$ cat config.mk
export PLATFORM = sky130hd
export DESIGN_NAME = double_ended_queue_ring_flat
export DESIGN_NICKNAME = d
export VERILOG_FILES = /design/src/rtl/dqr_pkg.sv /design/src/rtl/dqr_req_if.sv /design/src/rtl/dqr_rsp_if.sv /design/src/rtl/dqr_ptr.sv /design/src/rtl/double_ended_queue_ring.sv /design/src/flat_wrapper.sv
export SDC_FILE = /design/constraint.sdc
export NUM_CORES = 1
export LEC_CHECK = 0
export ABC_AREA = 1
export BUFFER_PORTS_ARGS = -buffer_cell sky130_fd_sc_hd__clkbuf_2
export CAP_MARGIN = 15
export CELL_PAD_IN_SITES_DETAIL_PLACEMENT = 1
export CELL_PAD_IN_SITES_GLOBAL_PLACEMENT = 2
export CORE_MARGIN = 3
export CORE_UTILIZATION = 37
export DETAILED_ROUTE_END_ITERATION = 12
export PLACE_DENSITY = 0.75
export SLEW_MARGIN = 20
export SYNTH_ARGS = -nofsm -noshare
export SYNTH_HDL_FRONTEND = slang
export SYNTH_SLANG_ARGS = --single-unit
$ cat constraint.sdc
create_clock -name clk_i -period 4.15 [get_ports clk_i]
set_clock_uncertainty 0.1 [all_clocks]
set_input_delay 0.83 -clock clk_i [delete_from_list [all_inputs] [get_ports clk_i]]
set_output_delay 0.83 -clock clk_i [all_outputs]
set_load 0.05 [all_outputs]
$ cat src/rtl/dqr_pkg.sv
`timescale 1ns / 1ps

package dqr_pkg;

  // Fixed field widths of the request and response items
  localparam int unsigned ActionW = 3;
  localparam int unsigned ValueW  = 32;
  localparam int unsigned PosW    = 4;
  localparam int unsigned StatusW = 2;
  localparam int unsigned CountW  = 5;

  typedef enum logic [ActionW-1:0] {
    ACT_PUSH_BACK  = 3'd0,
    ACT_PUSH_FRONT = 3'd1,
    ACT_POP_BACK   = 3'd2,
    ACT_POP_FRONT  = 3'd3,
    ACT_READ       = 3'd4,
    ACT_WRITE      = 3'd5
  } action_e;

  typedef enum logic [StatusW-1:0] {
    ST_OK    = 2'd0,
    ST_FULL  = 2'd1,
    ST_EMPTY = 2'd2,
    ST_RANGE = 2'd3
  } status_e;

  // Per-item control from the pointer unit to the storage and result path
  typedef struct packed {
    logic    mem_we;
    logic    mem_re;
    status_e status;
    logic    is_empty;
    logic    is_full;
  } ctrl_t;

endpackage

$ cat src/rtl/dqr_req_if.sv
`timescale 1ns / 1ps

interface dqr_req_if
  import dqr_pkg::*;
();
  logic               valid;
  logic               ready;
  logic [ActionW-1:0] action;
  logic [ValueW-1:0]  entry_value;
  logic [PosW-1:0]    position;

  modport source (output valid, action, entry_value, position, input ready);
  modport sink   (input valid, action, entry_value, position, output ready);
endinterface

$ cat src/rtl/dqr_rsp_if.sv
`timescale 1ns / 1ps

interface dqr_rsp_if
  import dqr_pkg::*;
();
  logic               valid;
  logic               ready;
  logic [ValueW-1:0]  read_value;
  logic [StatusW-1:0] status;
  logic [CountW-1:0]  entry_count;
  logic               is_empty;
  logic               is_full;

  modport source (output valid, read_value, status, entry_count, is_empty, is_full,
                  input ready);
  modport sink   (input valid, read_value, status, entry_count, is_empty, is_full,
                  output ready);
endinterface

$ cat src/rtl/dqr_ptr.sv
`timescale 1ns / 1ps

module dqr_ptr
  import dqr_pkg::*;
#(
  parameter int unsigned DEPTH = 16,
  localparam int unsigned PtrW = $clog2(DEPTH),
  localparam int unsigned CntW = $clog2(DEPTH + 1)
) (
  input  logic            clk_i,
  input  logic            rst_ni,
  input  logic            accept_i,
  input  logic [ActionW-1:0] action_i,
  input  logic [PosW-1:0] position_i,
  output ctrl_t           ctrl_o,
  output logic [PtrW-1:0] addr_o,
  output logic [CntW-1:0] count_o
);

  localparam int unsigned SumW = PtrW + PosW + 1;

  logic [PtrW-1:0] head_q, head_d;
  logic [PtrW-1:0] tail_q, tail_d;
  logic [CntW-1:0] count_q, count_d;

  logic            full, empty, in_range;
  logic [PtrW-1:0] head_next, head_prev, tail_next, tail_prev, at_addr;
  logic [SumW-1:0] at_sum, at_wrap;

  // Ring neighbors and occupancy flags
  assign full      = (count_q == CntW'(DEPTH));
  assign empty     = (count_q == '0);
  assign head_next = (head_q == PtrW'(DEPTH - 1)) ? '0 : head_q + PtrW'(1);
  assign head_prev = (head_q == '0) ? PtrW'(DEPTH - 1) : head_q - PtrW'(1);
  assign tail_next = (tail_q == PtrW'(DEPTH - 1)) ? '0 : tail_q + PtrW'(1);
  assign tail_prev = (tail_q == '0) ? PtrW'(DEPTH - 1) : tail_q - PtrW'(1);

  // Map a position from the front onto a slot; sum stays below twice the depth for an in-range position
  assign in_range = ({{CntW{1'b0}}, position_i} < {{PosW{1'b0}}, count_q});
  assign at_sum   = {{(PosW + 1){1'b0}}, head_q} + {{(PtrW + 1){1'b0}}, position_i};
  assign at_wrap  = (at_sum >= SumW'(DEPTH)) ? at_sum - SumW'(DEPTH) : at_sum;
  assign at_addr  = at_wrap[PtrW-1:0];

  // Decode the action into a slot access and pointer updates
  always_comb begin
    ctrl_o.mem_we = 1'b0;
    ctrl_o.mem_re = 1'b0;
    ctrl_o.status = ST_OK;
    addr_o        = at_addr;
    head_d        = head_q;
    tail_d        = tail_q;
    count_d       = count_q;
    case (action_e'(action_i))
      ACT_PUSH_BACK: begin
        if (full) begin
          ctrl_o.status = ST_FULL;
        end else begin
          ctrl_o.mem_we = accept_i;
          addr_o        = tail_q;
          tail_d        = tail_next;
          count_d       = count_q + CntW'(1);
        end
      end
      ACT_PUSH_FRONT: begin
        if (full) begin
          ctrl_o.status = ST_FULL;
        end else begin
          ctrl_o.mem_we = accept_i;
          addr_o        = head_prev;
          head_d        = head_prev;
          count_d       = count_q + CntW'(1);
        end
      end
      ACT_POP_BACK: begin
        if (empty) begin
          ctrl_o.status = ST_EMPTY;
        end else begin
          ctrl_o.mem_re = accept_i;
          addr_o        = tail_prev;
          tail_d        = tail_prev;
          count_d       = count_q - CntW'(1);
        end
      end
      ACT_POP_FRONT: begin
        if (empty) begin
          ctrl_o.status = ST_EMPTY;
        end else begin
          ctrl_o.mem_re = accept_i;
          addr_o        = head_q;
          head_d        = head_next;
          count_d       = count_q - CntW'(1);
        end
      end
      ACT_READ: begin
        if (!in_range) begin
          ctrl_o.status = ST_RANGE;
        end else begin
          ctrl_o.mem_re = accept_i;
        end
      end
      ACT_WRITE: begin
        if (!in_range) begin
          ctrl_o.status = ST_RANGE;
        end else begin
          ctrl_o.mem_we = accept_i;
        end
      end
      default: begin
      end
    endcase
    // Report the occupancy as it stands after this item
    ctrl_o.is_empty = (count_d == '0);
    ctrl_o.is_full  = (count_d == CntW'(DEPTH));
  end

  assign count_o = count_d;

  // Advance pointers on an accepted item
  always_ff @(posedge clk_i or negedge rst_ni) begin
    if (!rst_ni) begin
      head_q  <= '0;
      tail_q  <= '0;
      count_q <= '0;
    end else if (accept_i) begin
      head_q  <= head_d;
      tail_q  <= tail_d;
      count_q <= count_d;
    end
  end

`ifndef ASSERT_OFF
  logic [PtrW:0] chk_sum, chk_tail;
  assign chk_sum  = {1'b0, head_q} + (PtrW + 1)'(count_q);
  assign chk_tail = (chk_sum >= (PtrW + 1)'(DEPTH)) ? chk_sum - (PtrW + 1)'(DEPTH) : chk_sum;

  a_count_bound: assert property (@(posedge clk_i) disable iff (!rst_ni)
    count_q <= CntW'(DEPTH))
    else $error("occupancy exceeds depth");

  a_ring_consistent: assert property (@(posedge clk_i) disable iff (!rst_ni)
    chk_tail[PtrW-1:0] == tail_q)
    else $error("tail does not sit count slots past head");

  a_reject_holds: assert property (@(posedge clk_i) disable iff (!rst_ni)
    accept_i && ctrl_o.status != ST_OK |=> $stable(count_q) && $stable(head_q)
      && $stable(tail_q))
    else $error("rejected item changed the pointers");
`endif

endmodule

$ cat src/rtl/double_ended_queue_ring.sv
`timescale 1ns / 1ps

// Double-ended queue of DEPTH entries held in a ring of one synchronous RAM.
// Requests arrive on req_i (action, entry_value, position); each request yields
// exactly one response on rsp_o (read_value, status, entry_count, is_empty,
// is_full), in request order. Actions: push back/front, pop back/front, read
// and write by position counted from the front. A push when full, a pop when
// empty or a position at or beyond the count is rejected with a status code
// and leaves the queue unchanged.
// An accepted request passes through the read stage and then the output
// register before its response shows on rsp_o.
// Throughput: one request per cycle while the receiver takes responses; head,
// tail and count update in the accept cycle and the RAM read port returns data in the cycle after.
// The RAM is never cleared; an entry is only read after it has been written.
// Reset empties the queue at once and drops any response in flight.
// When the receiver stalls, the response is held in the output register and
// one more request is taken into the read stage; req_i.ready then drops until
// the output drains.
module double_ended_queue_ring
  import dqr_pkg::*;
#(
  parameter int unsigned DEPTH      = 16,
  parameter int unsigned DATA_WIDTH = 32
) (
  input  logic      clk_i,
  input  logic      rst_ni,
  dqr_req_if.sink   req_i,
  dqr_rsp_if.source rsp_o
);

  localparam int unsigned PtrW = $clog2(DEPTH);
  localparam int unsigned CntW = $clog2(DEPTH + 1);

  ctrl_t                 ctrl;
  logic [PtrW-1:0]       addr;
  logic [CntW-1:0]       count;
  logic                  accept, in_ready, s1_adv;
  logic [DATA_WIDTH+ValueW-1:0] wval_ext;
  logic [DATA_WIDTH+ValueW-1:0] rdata_ext;
  logic [CntW+CountW-1:0] count_ext;

  logic [DATA_WIDTH-1:0] mem_q [DEPTH];
  logic [DATA_WIDTH-1:0] rdata_q;

  logic                  s1_valid_q, s1_valid_d;
  logic                  s1_rd_q;
  status_e               s1_status_q;
  logic [CountW-1:0]     s1_count_q;
  logic                  s1_empty_q, s1_full_q;

  logic                  out_valid_q, out_valid_d;
  logic [ValueW-1:0]     out_value_q;
  status_e               out_status_q;
  logic [CountW-1:0]     out_count_q;
  logic                  out_empty_q, out_full_q;

  // Handshake: read stage drains into the output register when it is free
  assign s1_adv        = s1_valid_q && (!out_valid_q || rsp_o.ready);
  assign in_ready      = !s1_valid_q || s1_adv;
  assign req_i.ready   = in_ready;
  assign accept        = req_i.valid && in_ready;

  dqr_ptr #(
    .DEPTH (DEPTH)
  ) u_ptr (
    .clk_i      (clk_i),
    .rst_ni     (rst_ni),
    .accept_i   (accept),
    .action_i   (req_i.action),
    .position_i (req_i.position),
    .ctrl_o     (ctrl),
    .addr_o     (addr),
    .count_o    (count)
  );

  // Fit data and count to the fixed field widths
  assign wval_ext  = {{DATA_WIDTH{1'b0}}, req_i.entry_value};
  assign rdata_ext = {{ValueW{1'b0}}, rdata_q};
  assign count_ext = {{CountW{1'b0}}, count};

  // Slot RAM: at most one write or one registered read per accepted item
  always_ff @(posedge clk_i) begin
    if (ctrl.mem_we) begin
      mem_q[addr] <= wval_ext[DATA_WIDTH-1:0];
    end
    if (ctrl.mem_re) begin
      rdata_q <= mem_q[addr];
    end
  end

  // Read stage and output register valid control
  assign s1_valid_d  = accept || (s1_valid_q && !s1_adv);
  assign out_valid_d = s1_adv || (out_valid_q && !rsp_o.ready);

  always_ff @(posedge clk_i or negedge rst_ni) begin
    if (!rst_ni) begin
      s1_valid_q  <= 1'b0;
      out_valid_q <= 1'b0;
    end else begin
      s1_valid_q  <= s1_valid_d;
      out_valid_q <= out_valid_d;
    end
  end

  // Capture item results while the RAM read is in flight
  always_ff @(posedge clk_i) begin
    if (accept) begin
      s1_rd_q     <= ctrl.mem_re;
      s1_status_q <= ctrl.status;
      s1_count_q  <= count_ext[CountW-1:0];
      s1_empty_q  <= ctrl.is_empty;
      s1_full_q   <= ctrl.is_full;
    end
  end

  // Load the output register with the read data merged in
  always_ff @(posedge clk_i) begin
    if (s1_adv) begin
      out_value_q  <= s1_rd_q ? rdata_ext[ValueW-1:0] : '0;
      out_status_q <= s1_status_q;
      out_count_q  <= s1_count_q;
      out_empty_q  <= s1_empty_q;
      out_full_q   <= s1_full_q;
    end
  end

  assign rsp_o.valid       = out_valid_q;
  assign rsp_o.read_value  = out_value_q;
  assign rsp_o.status      = out_status_q;
  assign rsp_o.entry_count = out_count_q;
  assign rsp_o.is_empty    = out_empty_q;
  assign rsp_o.is_full     = out_full_q;

`ifndef ASSERT_OFF
  a_no_overwrite: assert property (@(posedge clk_i) disable iff (!rst_ni)
    s1_valid_q && !s1_adv |-> !accept)
    else $error("read stage item overwritten");

  a_rdata_held: assert property (@(posedge clk_i) disable iff (!rst_ni)
    s1_valid_q && s1_rd_q && !s1_adv |=> $stable(rdata_q))
    else $error("pending read data clobbered");

  a_access_on_accept: assert property (@(posedge clk_i) disable iff (!rst_ni)
    ctrl.mem_we || ctrl.mem_re |-> accept && !(ctrl.mem_we && ctrl.mem_re))
    else $error("RAM access without a single accepted item");
`endif

endmodule
$ cat src/flat_wrapper.sv
// flat-port wrapper written by rule: the top's interface ports become plain ports
module double_ended_queue_ring_flat import dqr_pkg::*;
#(
  parameter int unsigned DEPTH      = 16,
  parameter int unsigned DATA_WIDTH = 32
)
  (clk_i, rst_ni, req_i_valid, req_i_action, req_i_entry_value, req_i_position, req_i_ready, rsp_o_valid, rsp_o_read_value, rsp_o_status, rsp_o_entry_count, rsp_o_is_empty, rsp_o_is_full, rsp_o_ready);
  dqr_req_if req_i_i ();
  dqr_rsp_if rsp_o_i ();
  input  logic clk_i;
  input  logic rst_ni;
  input wire logic [$bits(req_i_i.valid)-1:0] req_i_valid;
  input wire logic [$bits(req_i_i.action)-1:0] req_i_action;
  input wire logic [$bits(req_i_i.entry_value)-1:0] req_i_entry_value;
  input wire logic [$bits(req_i_i.position)-1:0] req_i_position;
  output wire logic [$bits(req_i_i.ready)-1:0] req_i_ready;
  output wire logic [$bits(rsp_o_i.valid)-1:0] rsp_o_valid;
  output wire logic [$bits(rsp_o_i.read_value)-1:0] rsp_o_read_value;
  output wire logic [$bits(rsp_o_i.status)-1:0] rsp_o_status;
  output wire logic [$bits(rsp_o_i.entry_count)-1:0] rsp_o_entry_count;
  output wire logic [$bits(rsp_o_i.is_empty)-1:0] rsp_o_is_empty;
  output wire logic [$bits(rsp_o_i.is_full)-1:0] rsp_o_is_full;
  input wire logic [$bits(rsp_o_i.ready)-1:0] rsp_o_ready;
  assign req_i_i.valid = req_i_valid;
  assign req_i_i.action = req_i_action;
  assign req_i_i.entry_value = req_i_entry_value;
  assign req_i_i.position = req_i_position;
  assign req_i_ready = req_i_i.ready;
  assign rsp_o_valid = rsp_o_i.valid;
  assign rsp_o_read_value = rsp_o_i.read_value;
  assign rsp_o_status = rsp_o_i.status;
  assign rsp_o_entry_count = rsp_o_i.entry_count;
  assign rsp_o_is_empty = rsp_o_i.is_empty;
  assign rsp_o_is_full = rsp_o_i.is_full;
  assign rsp_o_i.ready = rsp_o_ready;
  double_ended_queue_ring #(.DEPTH(DEPTH), .DATA_WIDTH(DATA_WIDTH)) u_core (.clk_i(clk_i), .rst_ni(rst_ni), .req_i(req_i_i), .rsp_o(rsp_o_i));
endmodule
==> run_results.csv <==
group,metric,value,unit
setup_path,worstPathArrival,3.86,ns
global_routing,grt_pass1_wl,121000,um
global_routing,grt_pass1_vias,19800,
cts,clock-sinks,610,
yosys,synth_nets,2590,
yosys,synth-main-ff-cell,"edfxtp_1",
global_routing,grt_usage,21.0,%
yosys,synth_seq_cells,610,
die,die_x,275,um
die,initial_core_util,37.7,%
timing,drv_slew,0,
pwr,powerDensity,698,nW/um2
die,rows,97,
cts,path_clk_slew,0.06,ns
timing,finalSetupViolations,0,
detailed_routing,vias,18800,
detailed_routing,antenna_left,0,
timing,tightest_slew,1.23,ns
cts,cts_setup_buffers,0,
setup_path,start_kind,"flop",
setup_path,path_max_fanout,22,
die,die_h,275,um
die,core_area,70800,um2
timing,fmax,0.269,GHz
timing,post-route-period-util,89.7,%
yosys,ys.warnings.count,0,
detailed_routing,wl,78400,um
layout,ff_latch_area,18200,um2
layout,final_util,43.2,%
detailed_routing,dr.first_iter.drc_count,1493,
global_routing,grt_max_degree,189,
run_status,status,"finished, final reports clean",
cts,root_buffer,"clkbuf_16",
place,numPortBuffers,85,
cts,insertion_delay,0.62,ns
yosys,syn_area,26700,um2
place,hpwl,40900,um
place,pre_cts_ws,0.148,ns
global_routing,antenna_found_initial,2,
global_routing,overflow,0,
layout,fin_nets,2645,
pwr,peakVddDrop,0.608,mV
layout,instances_no_fill,3583,
setup_path,required,4.29,ns
detailed_routing,wl_per_cell,21.9,um
yosys,syn_inst,2534,
detailed_routing,drc,0,
cts,cts_resized,0,
min_path,min_path_type,"in -> async",
setup_path,endpoint_kind,"flop",
layout,drive_gt1_share,10.6,%
cts,cts_tree,"yes",
layout,nFillCells,7677,
timing,rsz0062_at_grt,"no",
die,die_area,75400,um2
detailed_routing,drt_first_pass_iters,5,
die,io_pins,86,
timing,setup_slack,0.427,ns
cts,hold_buffers,0,
layout,syn_to_final_growth,14.5,%
pwr,p_leak,12.5,nW
flow_run,drv_cap,0,
cts,cts_max_path_buffers,3,
cts,h-tree-depth,3,
detailed_routing,viasPerCell,5.24,
cts,cts_made_buffers,70,
yosys,ys_async_sr_fraction,2.46,%
timing,relSlewSlack,17.7,%
timing,finalCriticalPeriod,3.72,ns
layout,multi_input_area,7340,um2
yosys,synth.avg_cell_area,10.5,um2
place,place.gp.congestion,0.779,
timing,hold_viol,0,
place,dp.cells,3457,
yosys,yosysUniqueCellTypes,38,
yosys,synth_edf_count,595,
yosys,seq_area_frac_synth,68.3,%
setup_path,critPathKind,"reg -> reg",
==> layer usage <==
metal / routed length (um) / share of wire (%) / track usage (%) / up-vias
li1: - / - / - / 8733
met1: 35800 / 46 / 27.9 / 9614
met2: 38400 / 49 / 36.4 / 317
met3: 2760 / 3.5 / 2.69 / 92
met4: 1460 / 1.9 / 5.43 / 2
met5: 11 / 0.014 / 0 / -
==> final cells by class <==
cell class / count / share of cell area (%)
flip-flops and latches: 610 / 59.7
multi-input cells: 1625 / 24.0
clock buffers: 91 / 6.13
well taps: 940 / 3.85
repair buffers: 140 / 3.52
inverters: 142 / 1.76
clock inverters: 34 / 1.03
diodes: 1 / 0.00819
==> synth_stat cells (5+ instances only) <==
cell type     n  area (um2)
nand2_1    1224        4590
edfxtp_1    595       17900
nand4_1     257        1610
inv_1       130         488
buf_2       105         526
nor2_1       34         128
clkbuf_1     25        93.8
nand3_1      23         115
o21ai_0      20         100
dfrtp_1      15         375
buf_1        13        48.8
buf_4        12        90.1
ha_1         12         150
inv_2        11        41.3
xor2_1        7        61.3
xnor2_1       6        52.6
nand2_2       5        31.3
==> critical path: stages (launching register included) <==
cell and delay (ns):
dfrtp_1 0.54, inv_1 0.15, ha_1 0.32, a21o_1 0.17, a22oi_1 0.18, nand3_1 0.20, o22ai_1 0.53, nand3_1 0.49
nor2_4 0.22, buf_4 0.43
==> flip-flops by register name, indices dropped and copies added (netlist names), 4 cells and up <==
register	flops
u_core.rsp_o.entry_count	5
u_core.rsp_o.read_value	32
u_core.s1_count_q	5
u_core.u_ptr.count_q	5
u_core.rdata_q	32
u_core.u_ptr.tail_q	4
u_core.mem_q	512
u_core.u_ptr.head_q	4
==> final timing paths <==
kind                                          from                 endpoint  slack, ns  cells past startpoint
max                        u_core.u_ptr.count_q[2]      u_core.mem_q[7][18]       0.43                      9
min                                         rst_ni   u_core.u_ptr.head_q[2]       0.06                      1
max reg2reg                u_core.u_ptr.count_q[2]      u_core.mem_q[7][18]       0.43                      9
min reg2reg                  u_core.s1_status_q[1]   u_core.rsp_o.status[1]       0.32                      0
max in group asynchronous                   rst_ni  u_core.u_ptr.count_q[4]       3.57                      1
min in group clk_i           u_core.s1_status_q[1]   u_core.rsp_o.status[1]       0.32                      0
==> placed cells by master (no fill, tap or decap), types with 4 or more instances in the layout <==
cell type,n
dfrtp_1,15
clkbuf_16,72
ha_1,12
o21ai_0,20
clkbuf_2,85
clkinv_1,18
nor2_4,21
xnor2_1,6
nand3_1,23
bufinv_16,4
nand2_1,1223
clkbuf_1,19
buf_4,36
edfxtp_1,595
xor2_1,7
nand2_2,5
inv_1,130
clkinv_2,8
buf_12,19
nor2_1,18
nand4_1,257
inv_2,10
==> report_power, final <==
part | switching, mW | total [mW] | internal (mW)
Sequential | 0.183 | 7.47 | 7.29
Combinational | 5.75 | 7.91 | 2.17
Clock | 2.50 | 5.95 | 3.45
==> through the flow <==
stage                     total power, mW  hold slack, ns  cell area (um2)  setup TNS, ns
after floorplan                      13.1           0.300            26700         -40.60
after global placement               15.5           0.306            28400              0
after detailed placement             15.6           0.306            28400              0
after CTS                            21.6          0.0468            30600              0
after global routing                 22.8          0.0741            30600              0
final                                21.3          0.0628            30600              0
==> logic make-up (layout without fill, tap and decap cells) <==
| logic type | count (synthesis) | count (layout) | synth area share [%] |
|---|---|---|---|
| compound gates | 43 | 43 | 0.984 |
| flops | 610 | 610 | 68.3 |
| buf+inv | 299 | 407 | 4.92 |
| fa+ha+maj | 13 | 13 | 0.637 |
| simple gates | 1556 | 1556 | 24.7 |
| other cells | 0 | 1 | 0 |
| xor+xnor | 13 | 13 | 0.426 |
(Power assumes the default switching activity.)
